==> src/hw/rtl/schm_pkg.sv <==
`timescale 1ns / 1ps
// ----------------------------------------------------------------------------
// schm_pkg: shared types and constants for the spin chain row engine
// item structs, controller/datapath command and status, register codes
// ----------------------------------------------------------------------------
package schm_pkg;

    // fixed field widths
    localparam int IDX_W      = 10;
    localparam int AMP_W      = 16;
    localparam int CPL_W      = 16;
    localparam int ACC_W      = 48;
    localparam int MODEL_W    = 2;
    localparam int SITES_W    = 4;
    localparam int CFG_IDX_W  = 3;
    localparam int CFG_DATA_W = 16;

    // internal arithmetic widths
    localparam int BOND_W = 6;   // signed bond sum over the chain's bonds
    localparam int WT_W   = 24;  // signed weight applied to one amplitude
    localparam int PROD_W = 40;  // weight times amplitude

    // configuration register indexes
    localparam logic [CFG_IDX_W-1:0] CFG_MODEL_SELECT = 3'd0;
    localparam logic [CFG_IDX_W-1:0] CFG_COUPLING_J   = 3'd1;
    localparam logic [CFG_IDX_W-1:0] CFG_COUPLING_JZ  = 3'd2;
    localparam logic [CFG_IDX_W-1:0] CFG_FIELD_GAMMA  = 3'd3;
    localparam logic [CFG_IDX_W-1:0] CFG_NUM_SITES    = 3'd4;

    // model codes
    localparam logic [MODEL_W-1:0] MODEL_ISING = 2'd0;
    localparam logic [MODEL_W-1:0] MODEL_XXZ   = 2'd1;

    // item commands
    localparam logic CMD_WRITE   = 1'b0;
    localparam logic CMD_COMPUTE = 1'b1;

    // register reset values
    localparam logic [MODEL_W-1:0]      MODEL_RESET = MODEL_ISING;
    localparam logic signed [CPL_W-1:0] CPL_RESET   = 16'sd4096;
    localparam logic [SITES_W-1:0]      SITES_RESET = 4'd10;

    typedef struct packed {
        logic                     command;
        logic [IDX_W-1:0]         state_index;
        logic signed [AMP_W-1:0]  amp_re;
        logic signed [AMP_W-1:0]  amp_im;
    } request_t;

    typedef struct packed {
        logic [IDX_W-1:0]         out_index;
        logic signed [ACC_W-1:0]  out_re;
        logic signed [ACC_W-1:0]  out_im;
    } result_t;

    typedef struct packed {
        logic load;   // take a new item
        logic write;  // item is an amplitude write
        logic flip;   // read one flipped neighbor
        logic own;    // read the own amplitude
    } ctrl_cmd_t;

    typedef struct packed {
        logic last_flip;
        logic no_flips;
    } dp_status_t;

endpackage

==> src/hw/rtl/schm_ctrl.sv <==
`timescale 1ns / 1ps
// ----------------------------------------------------------------------------
// schm_ctrl: sequencer for the row engine
// steps through neighbor reads, the own read and the pipeline drain
// ----------------------------------------------------------------------------
module schm_ctrl #(
    parameter int MAX_SITES = 10,
    localparam int CNT_W = $clog2(MAX_SITES + 1)
) (
    input  logic                   clk,
    input  logic                   rst_n,
    input  logic                   start,
    input  logic                   command,
    output logic                   busy,
    output logic                   done,
    output schm_pkg::ctrl_cmd_t    cmd,
    input  schm_pkg::dp_status_t   status,
    output logic [CNT_W-1:0]       site_cnt
);

    import schm_pkg::*;

    typedef enum logic [5:0] {
        ST_IDLE = 6'b000001,
        ST_FLIP = 6'b000010,
        ST_OWN  = 6'b000100,
        ST_MUL  = 6'b001000,
        ST_ACC  = 6'b010000,
        ST_DONE = 6'b100000
    } state_t;

    state_t           state_reg, state_next;
    logic [CNT_W-1:0] cnt_reg, cnt_next;
    logic             free;

    assign free = (state_reg == ST_IDLE) || (state_reg == ST_DONE);

    always_comb
    begin
        state_next = state_reg;
        cnt_next   = cnt_reg;
        cmd        = '0;
        unique case (state_reg) inside
            ST_IDLE, ST_DONE:
            begin
                if (start)
                begin
                    cmd.load  = 1'b1;
                    cmd.write = (command == CMD_WRITE);
                    cnt_next  = '0;
                    if (command == CMD_WRITE)
                    begin
                        state_next = ST_DONE;
                    end
                    else if (status.no_flips)
                    begin
                        state_next = ST_OWN;
                    end
                    else
                    begin
                        state_next = ST_FLIP;
                    end
                end
                else
                begin
                    state_next = ST_IDLE;
                end
            end
            ST_FLIP:
            begin
                cmd.flip = 1'b1;
                cnt_next = cnt_reg + CNT_W'(1);
                if (status.last_flip)
                begin
                    state_next = ST_OWN;
                end
            end
            ST_OWN:
            begin
                cmd.own    = 1'b1;
                state_next = ST_MUL;
            end
            ST_MUL:
            begin
                state_next = ST_ACC;
            end
            ST_ACC:
            begin
                state_next = ST_DONE;
            end
            default:
            begin
                state_next = ST_IDLE;
            end
        endcase
    end

    always_ff @(posedge clk or negedge rst_n)
    begin
        if (!rst_n)
        begin
            state_reg <= ST_IDLE;
            cnt_reg   <= '0;
        end
        else
        begin
            state_reg <= state_next;
            cnt_reg   <= cnt_next;
        end
    end

    assign busy     = !free;
    assign done     = (state_reg == ST_DONE);
    assign site_cnt = cnt_reg;

endmodule

==> config.mk <==
export PLATFORM = sky130hd
export DESIGN_NAME = schm_ctrl
export DESIGN_NICKNAME = d
export VERILOG_FILES = /design/src/hw/rtl/schm_pkg.sv /design/src/hw/rtl/schm_ctrl.sv
export SDC_FILE = /design/constraint.sdc
export NUM_CORES = 1
export LEC_CHECK = 0
export ABC_AREA = 1
export BUFFER_PORTS_ARGS = -buffer_cell sky130_fd_sc_hd__buf_2
export CORE_AREA = 5 5 42 44
export DETAILED_ROUTE_END_ITERATION = 16
export DIE_AREA = 0 0 47 49
export GPL_ROUTABILITY_DRIVEN = 0
export HOLD_SLACK_MARGIN = 0.06
export PLACE_DENSITY = 0.71
export SYNTH_ARGS = -nofsm -noshare
export SYNTH_HDL_FRONTEND = slang
export SYNTH_SLANG_ARGS = --single-unit
==> constraint.sdc <==
create_clock -name clk -period 2.37 [get_ports clk]
set_clock_uncertainty 0.05 [all_clocks]
set_input_delay 0.1185 -clock clk [delete_from_list [all_inputs] [get_ports clk]]
set_output_delay 0.1185 -clock clk [all_outputs]
set_load 0.005 [all_outputs]
==> reports/metrics.csv <==
metric,value,unit
status,finished clean,
met2 usage,0.197,
Leakage,0.450,nW
"FF+latch count, synth",10,
Netlist Area Pre-Place,604,um2
"Clk pin slew, worst setup/hold paths",0.06,ns
Netlist cell types,21,
crit path from,state_reg[0],
setup_tns,0,ns
Clock Latency Late Sink,0.26,ns
Rows,14,
via count,532,
"most common cell after layout, fill and taps aside",buf_2,
setup violators final,0,
die width,47,um
synthesized area per cell,7.95,um2
CP required,2.20,ns
PwrDens,834,mW/mm2
CP arrival,1.44,ns
Critical Path Source Type,flop,
Setup crit end,cmd[2],
crit path buf inv count,2,
crit path time final,1.61,ns
sequential area share after synthesis,0.416,
die height,49,um
fmax,622,MHz
Cells after Synth,76,
worst hold margin,0.102,ns
CTS sink count,10,
Syn Nets,83,
PortBufs,15,
Slew headroom,0.851,
Finished Core Util,0.532,
Max Cap Viol,0,
initial core utilization,0.431,
CTS tree,yes,
Antenna diodes,0,
H-tree depth,1,
largest net degree at the start of global routing,11,
initial antenna violation count,0,
CTS buffer count,3,
Hold Path Class,in -> reg,
ANT nets after route,0,
Critical Path End Type,primary output,
drt via density,4.71,
Final period util,0.679,
I/O Pins,16,
Routed WL,1140,um
post-placement cell count,107,
total global-route track usage,0.123,
first-pass GRT wire length,2100,um
Setup CP Type,reg -> out,
Layout Nets,105,
most frequent cells in the layout,"buf_2 (15), nand2_1 (14), inv_1 (12)",
die area,0.00230,mm2
cell depth of the worst setup path,7,
max-slew violations,0,
met3 Use GR,0.0221,
r2r endpoint,site_cnt[0],
Layout area overhead,23.4,%
detailed placer's ending HPWL,973,um
RSZ-0062 raised after global routing,false,
Detailed Routing Iterations Pass 1,3,
Tightest Pin Transition,0.222,ns
CP top delay family,flip-flops,
Final Hold Viols,0,
"non-filler cells, final",113,
worst-path cell chain,"inv_1, nor2_1, nand3_2, nand2_4, nand2_4, nor2_1, buf_2",
max reg flops,6,
# DRC,0,
CTS max path bufs,2,
crit-path max FO,8,
core area,0.00140,mm2
wire per inst,10.1,um
R2R setup slack,1.10,ns
Critical Path Max Stage Delay,0.55,ns
busiest grt layer,met2,
Yosys warnings,0,
Register-to-Register Path Depth,7,
initial detailed-routing violation count,2,
share of layout cells above drive strength 1,0.340,
r2r startpoint,state_reg[0],
"Slowest-stage cell, CP",dfstp_2,
Worst VDD drop,345,uV
root buf cell,clkbuf_4,
CTS resizes,0,
number of global-route vias before repair,543,
Overflow after GRT,0,
met1 usage in global routing,0.147,
worst min-delay path: cells and delay by family:
kind / cells / cell delay, ns
buffers and inverters: 2 / 0.18
and+or+nand+nor: 2 / 0.11
worst min path at each step:
stage                   start           end  slack, ns  cells after the start
floorplan               rst_n   site_cnt[0]      -0.23                      0
global route        status[1]  state_reg[2]       0.13                      3
detailed placement      rst_n   site_cnt[3]      -0.06                      1
CTS                     start  state_reg[0]       0.09                      4
finish                  start  state_reg[0]       0.10                      4
global placement        rst_n   site_cnt[1]      -0.06                      1
Yosys cell counts (all sizes together):
| library cell | number | area, um2 |
|---|---|---|
| a21oi | 1 | 5.00 |
| dfrtp | 9 | 225 |
| dfstp | 1 | 26.3 |
| ha | 1 | 12.5 |
| inv | 15 | 56.3 |
| nand2 | 16 | 75.1 |
| nand3 | 10 | 72.6 |
| nor2 | 14 | 70.1 |
| nor3 | 3 | 15.0 |
| o21ai | 2 | 13.8 |
| o21bai | 1 | 11.3 |
| or2 | 2 | 12.5 |
| xnor2 | 1 | 8.76 |
through the flow:
step	setup WS [ns]	cell area, um2	total power (W)
3_3_place_gp	1.05	699	0.000501
4_1_cts	0.736	746	0.000635
2_1_floorplan	1.17	604	0.000431
5_1_grt	0.663	746	0.000677
3_5_place_dp	1.02	699	0.000510
6_report	0.761	746	0.000622
per-layer routing:
metal | up-vias | share of wire
met2 | 11 | 0.53
met5 | - | 0
met4 | 0 | 0.0070
met1 | 243 | 0.40
met3 | 2 | 0.059
li1 | 276 | -
layout make-up:
cell class              count  area (um2)
well taps                  16        20.0
inverters                  15        56.3
fillers                   148         656
multi-input cells          51         297
repair buffers             17        95.1
flip-flops and latches     10         251
clock buffers               4        26.3
timing repair:
item,4_1_cts,5_1_grt
setup buffers,0,0
hold buffers,2,0
hold endpoints to repair,11,0
cell families (layout without fill, tap and decap cells):
logic type / after synthesis / count (layout) / synth area share
AND/OR/NAND/NOR: 45 / 45 / 0.406
AO/OA/AOI/OAI: 4 / 4 / 0.0497
adder cells (fa/ha/maj): 1 / 1 / 0.0207
buffers and inverters: 15 / 36 / 0.0932
XOR/XNOR: 1 / 1 / 0.0145
flip-flops: 10 / 10 / 0.416
power by group:
part           internal [W]  total (W)  switching [W]
Sequential         0.000207   0.000240      0.0000330
Clock             0.0000647   0.000117      0.0000522
Combinational      0.000103   0.000265       0.000163
Total              0.000374   0.000622       0.000248
Note: power is estimated with default switching activity, not from simulation.
